File: src/hdl/sbc_pkg.sv
// Shared types, widths and helpers for the sphere/box contact pipeline.
package sbc_pkg;

  localparam int COORD_W   = 32;
  localparam int MAG_W     = COORD_W - 1;
  localparam int AXIS_FRAC = 14;
  localparam int AXIS_W    = AXIS_FRAC + 2;
  localparam int SQ_W      = 2 * COORD_W;
  localparam int ROOT_W    = COORD_W;
  localparam int QUO_W     = AXIS_FRAC + 1;
  localparam int DEN_W     = ROOT_W + 1;
  localparam int NUM_W     = MAG_W + QUO_W + 1;
  localparam int DOT_W     = MAG_W + QUO_W + 2;
  localparam int DOTQ_W    = DOT_W - AXIS_FRAC;
  localparam int SAT_IN_W  = COORD_W + 4;

  typedef struct packed {
    logic signed [COORD_W-1:0] sphere_x;
    logic signed [COORD_W-1:0] sphere_y;
    logic signed [COORD_W-1:0] sphere_z;
    logic        [MAG_W-1:0]   sphere_radius;
    logic signed [COORD_W-1:0] box_x;
    logic signed [COORD_W-1:0] box_y;
    logic signed [COORD_W-1:0] box_z;
    logic        [MAG_W-1:0]   half_x;
    logic        [MAG_W-1:0]   half_y;
    logic        [MAG_W-1:0]   half_z;
  } pair_t;

  typedef struct packed {
    logic                      touching;
    logic signed [AXIS_W-1:0]  axis_x;
    logic signed [AXIS_W-1:0]  axis_y;
    logic signed [AXIS_W-1:0]  axis_z;
    logic signed [COORD_W-1:0] point_x;
    logic signed [COORD_W-1:0] point_y;
    logic signed [COORD_W-1:0] point_z;
    logic signed [COORD_W-1:0] depth;
  } hit_t;

  localparam logic signed [SAT_IN_W-1:0] SAT_HI =
      SAT_IN_W'((64'sd1 <<< (COORD_W - 1)) - 64'sd1);
  localparam logic signed [SAT_IN_W-1:0] SAT_LO = -SAT_HI - SAT_IN_W'(1);

  function automatic logic signed [COORD_W-1:0] sat_coord(
      input logic signed [SAT_IN_W-1:0] v);
    logic signed [COORD_W-1:0] r;
    if (v > SAT_HI) r = COORD_W'(SAT_HI);
    else if (v < SAT_LO) r = COORD_W'(SAT_LO);
    else r = COORD_W'(v);
    return r;
  endfunction

endpackage

File: src/hdl/sbc_isqrt.sv
// Pipelined integer square root, one result bit per stage, with side-band tag.
module sbc_isqrt #(
  parameter int TAG_W = 1
) (
  input  logic                       clk,
  input  logic                       rst,
  input  logic                       en,
  input  logic                       vin,
  input  logic [sbc_pkg::SQ_W-1:0]   x_in,
  input  logic [TAG_W-1:0]           tag_in,
  output logic                       vout,
  output logic [sbc_pkg::ROOT_W-1:0] root,
  output logic [TAG_W-1:0]           tag_out
);
  import sbc_pkg::*;

  localparam int STEPS = ROOT_W;

  logic             vld [0:STEPS];
  logic [SQ_W-1:0]  rem [0:STEPS];
  logic [SQ_W-1:0]  res [0:STEPS];
  logic [TAG_W-1:0] tag [0:STEPS];

  assign vld[0] = vin;
  assign rem[0] = x_in;
  assign res[0] = '0;
  assign tag[0] = tag_in;

  for (genvar j = 0; j < STEPS; j++) begin : g_step
    localparam logic [SQ_W-1:0] BIT = SQ_W'(1) << (2 * (STEPS - 1 - j));
    logic [SQ_W-1:0] trial;
    logic            take;

    assign trial = res[j] + BIT;
    assign take  = rem[j] >= trial;

    always_ff @(posedge clk) begin
      if (rst) begin
        vld[j+1] <= 1'b0;
      end else if (en) begin
        vld[j+1] <= vld[j];
      end
      if (en) begin
        rem[j+1] <= take ? rem[j] - trial : rem[j];
        res[j+1] <= take ? (res[j] >> 1) + BIT : res[j] >> 1;
        tag[j+1] <= tag[j];
      end
    end
  end

  assign vout    = vld[STEPS];
  assign root    = res[STEPS][ROOT_W-1:0];
  assign tag_out = tag[STEPS];

endmodule

File: config.mk
export PLATFORM = sky130hd
export DESIGN_NAME = sbc_isqrt
export DESIGN_NICKNAME = d
export VERILOG_FILES = /design/src/hdl/sbc_pkg.sv /design/src/hdl/sbc_isqrt.sv
export SDC_FILE = /design/constraint.sdc
export NUM_CORES = 2
export LEC_CHECK = 0
export BUFFER_PORTS_ARGS = -buffer_cell sky130_fd_sc_hd__buf_2
export CELL_PAD_IN_SITES_DETAIL_PLACEMENT = 1
export CELL_PAD_IN_SITES_GLOBAL_PLACEMENT = 1
export CORE_UTILIZATION = 53
export CTS_BUF_LIST = sky130_fd_sc_hd__clkbuf_8 sky130_fd_sc_hd__clkbuf_16
export DETAILED_ROUTE_END_ITERATION = 12
export PLACE_DENSITY_LB_ADDON = 0.3
export SLEW_MARGIN = 20
export SYNTH_ARGS = -nofsm -noshare
export SYNTH_HDL_FRONTEND = slang
export SYNTH_SLANG_ARGS = --single-unit
File: constraint.sdc
create_clock -name clk -period 4 [get_ports clk]
set_input_delay 0.4 -clock clk [delete_from_list [all_inputs] [get_ports clk]]
set_output_delay 0.4 -clock clk [all_outputs]
set_load 0.05 [all_outputs]
==> metrics.md <==
| Metric | Value |
|---|---|
| Via/cell ratio | 6.216 |
| Critical Path Start Type | register |
| CTS tree | built |
| Seq/Total Area, Yosys | approximately 63% |
| Post-Syn Area per Cell | ~13 um2 |
| Clock-pin slew on the worst setup and hold paths | roughly 70 ps |
| Vias in the first global route | about 88,000 |
| Clock share of power | approximately 33% |
| Post-synth top cells | edfxtp_1 (2,544), nor2_1 (714), inv_1 (702), a21oi_1 (617), ha_1 (558) |
| Most common cell in the netlist | edfxtp_1 |
| Clk Latency, worst-skew pair | around 980 ps |
| Crit-path cells | ha_1 > o21ai_0 > a22oi_1 > a31o_2 > and4b_1 > o21bai_1 > a21oi_1 > o31ai_1 > nand3_1 > nor4_1 > xor2_1 |
| Worst-Margin Slew | 1119 ps |
| Switching Share | about 31% |
| Dpl cell area | 127,800 um2 |
| Chip height | about 480 um |
| Setup CP Type | register to register |
| DP HPWL | 247,700 um |
| Final setup violating endpoints | 0 |
| R2R Setup Slk | roughly 76 ps |
| Sequential power share | a little under half |
| Total CTS buffers | between 200 and 300 |
| Reg2reg start | rem[199] |
| Final #Nets | between 10,000 and 15,000 |
| Post-synthesis register bit count | 2,576 |
| Io pins | slightly above 100 |
| Htree depth | 5 |
| Run status | finished clean |
| Adder-cell share of the synthesized area | under 10% |
| Post-synth top area share | a little over three fifths |
| Final antenna-violating net count | 0 |
| Starting Density | between 50% and 60% |
| GR Util All Layers | between 30% and 40% |
| Die Area | between 200,000 and 250,000 um2 |
| Max transition margin | approximately a quarter |
| Vias after detailed routing | between 80,000 and 90,000 |
| FMAX | approximately 250 MHz |
| Dpl cells | roughly 13,000 |
| Layout Skew | between 90 and 100 ps |
| Fraction of layout cells with a size suffix above 1 | a little under a tenth |
| Min Tclk post-route | between 3000 and 4000 ps |
| Async SR Flop Fraction | 0% |
| Gp weighted congestion | around 0.9 |
| Largest net degree at the start of global routing | about 170 |
| DR WL/cell | 27.37 um |
| Port Buf Inserts | between 100 and 150 |
| Most area-hungry cell type in the Yosys netlist | edfxtp_1 |
| Hold Fails Final Rpt | 0 |
| Mux contribution to synthesized area | roughly 1.1% |
| VDD IR-drop max | around 0.47 mV |
| Drt total wl | 366,100 um |
| Comb pwr share | 21.5% |
| Required @ worst endpoint | about 4700 ps |
| Synth Cell Area | 122,100 um2 |
| Post-synthesis cell type count | between 90 and 100 |
| Core Area | roughly 230,000 um2 |
| Compound-gate portion of the synthesized area | 9.109% |
| Final worst-path cycle share | between 90 and 100% |
| Ys flop type | edfxtp_1 |
| DR iter-0 viols | about 7,500 |
| Chip width | 481.9 um |
| Final Worst Setup Slack | about 76 ps |
| Switching pwr | about 25,000 uW |
| Hold crit path type | input pin to register |
| Dpl ws | -405.1 ps |
| Ys Warns | 0 |
| P_leak | ~0.053 uW |
| Synth Area in Simple Gates | 11.82% |
| # rows | 175 |
| GRT overflow | 0 |
| Depth of the worst hold-timing path | 2 |
| Crit-path max cell delay | approximately 520 ps |
| Fin. max-slew vios | 0 |
| Clock Tree Buf Depth | 4 |
| Critical R2R Capture | rem[175] |
| Initial antenna violation count | 18 |
| Final core occ | between 60% and 70% |
| DR pass1 iterations | 5 |
| Internal power | approximately 57,000 uW |
| DRC Markers | 0 |
| Hold_ws | approximately 120 ps |
| Syn Inst Count | 9,640 |
| CTS Root Cell | clkbuf_16 |
| Hold_sp | x_in[32] |
| Hold EP | rem[2016] |
| Crit path DAT | 4590 ps |
| Synth-to-layout area growth | 13.23% |
| R2r worst-path depth | 11 |
| Post-route cell area | 138,200 um2 |
| Synth top area cells | edfxtp_1 (63%), ha_1 (5.7%), xnor2_1 (3.5%) |
| Pwr dens | 592.1 nW/um2 |
| First-pass GRT wire length | approximately 550,000 um |
| Worst-path cell with the longest stage delay | o31ai_1 |
| Syn_nets | 10,267 |
| CP endpoint kind | register |
| Finished Layout Cells | 13,378 |
| TritonCTS Sinks | 2,576 |
| Max_cap viols | 0 |
| Combinational family with the most area after synthesis | simple AND/OR/NAND/NOR gates |
| CP max FO | 5 |
| XOR/XNOR share of the synthesized area | under 10% |
| Post-synth EDFFs | approximately 2,500 |
## power groups by stage
stage / sequential, uW / combinational, uW / clock [uW]
3_5_place_dp: 37600 / 16800 / 0
4_1_cts: 37100 / 17200 / 26900
5_1_grt: 37500 / 19200 / 28000
3_3_place_gp: 37400 / 16100 / 0
6_report: 37300 / 17600 / 27000
2_1_floorplan: 36200 / 11700 / 0
## critical path, delay by kind of cell (launching register included)
| kind | cells | cell delay (ps) |
|---|---|---|
| simple gates | 3 | 870 |
| fa+ha+maj | 1 | 410 |
| xor+xnor | 1 | 150 |
| compound gates | 6 | 1730 |
| flops | 1 | 450 |
## worst max path at each step
stage                         start         to  cells past startpoint
after detailed placement   rem[479]   rem[442]                     12
after CTS                  res[660]   rem[628]                     14
after global routing      res[1059]  rem[1015]                     12
after global placement     rem[479]   rem[442]                     12
after floorplan            rem[466]   rem[435]                     11
final                      rem[199]   rem[175]                     11
## registers in the layout, indices dropped and copies added (netlist names)
| signal | count |
|---|---|
| rem | 1984 |
| res | 496 |
| root | 32 |
| tag | 31 |
| tag_out | 1 |
| vld | 31 |
| vout | 1 |
## timing repair
action | 4_1_cts | 5_1_grt
resized for setup | 18 | 77
hold endpoints to repair | 109 | 0
pin swaps | 2 | 8
buffers inserted | 0 | 9
hold buffers | 70 | 0
endpoints found under the setup margin | 48 | 190
## per-layer routing
layer  GRT usage [%]  part of all wire (%)
met1           38.92                    39
met2           55.15                    51
met3           4.169                   5.6
met4           11.68                   4.0
met5               0                 0.011
## kinds of logic (layout without fill, tap and decap cells)
group,after synthesis,in the layout
simple gates,2817,2817
buf+inv,899,1624
fa+ha+maj,558,558
compound gates,1784,1784
other cells,0,4
mux,129,129
flops,2576,2576
xor+xnor,877,877
## cell type report
class                           count  area [um2]
Multi-Input combinational cell   6165       42130
Clock buffer                      301        7510
Sequential cell                  2576       77030
Tap cell                         3009        3765
Fill cell                       22418       89920
Antenna cell                        4       10.01
Inverter                          707        2654
Timing Repair Buffer              417        3438
Clock inverter                    199        1697
## placed cells by master (no fill, tap or decap), drive strengths merged, types with 53 or more instances in the layout
cell / count
edfxtp: 2544
inv: 762
nor2: 714
a21oi: 618
ha: 558
nand2: 554
xnor2: 481
o21ai: 403
xor2: 396
buf: 347
nor4: 327
clkbuf: 301
nor3: 272
a21o: 232
nand3: 161
nand4: 159
o21a: 111
nand2b: 109
clkinv: 109
or3: 93
mux2: 89
nor2b: 82
dlygate4sd3: 70
or4: 61
o21bai: 53
o31ai: 53
## metrics by stage
| stage | setup TNS [ps] | total power [uW] |
|---|---|---|
| 2_1_floorplan | 0 | 47880 |
| 3_3_place_gp | -2621 | 53540 |
| 3_5_place_dp | -2633 | 54410 |
| 4_1_cts | 0 | 81240 |
| 5_1_grt | -18.41 | 84720 |
| 6_report | 0 | 81850 |
Note: power is estimated with default switching activity, not from simulation.
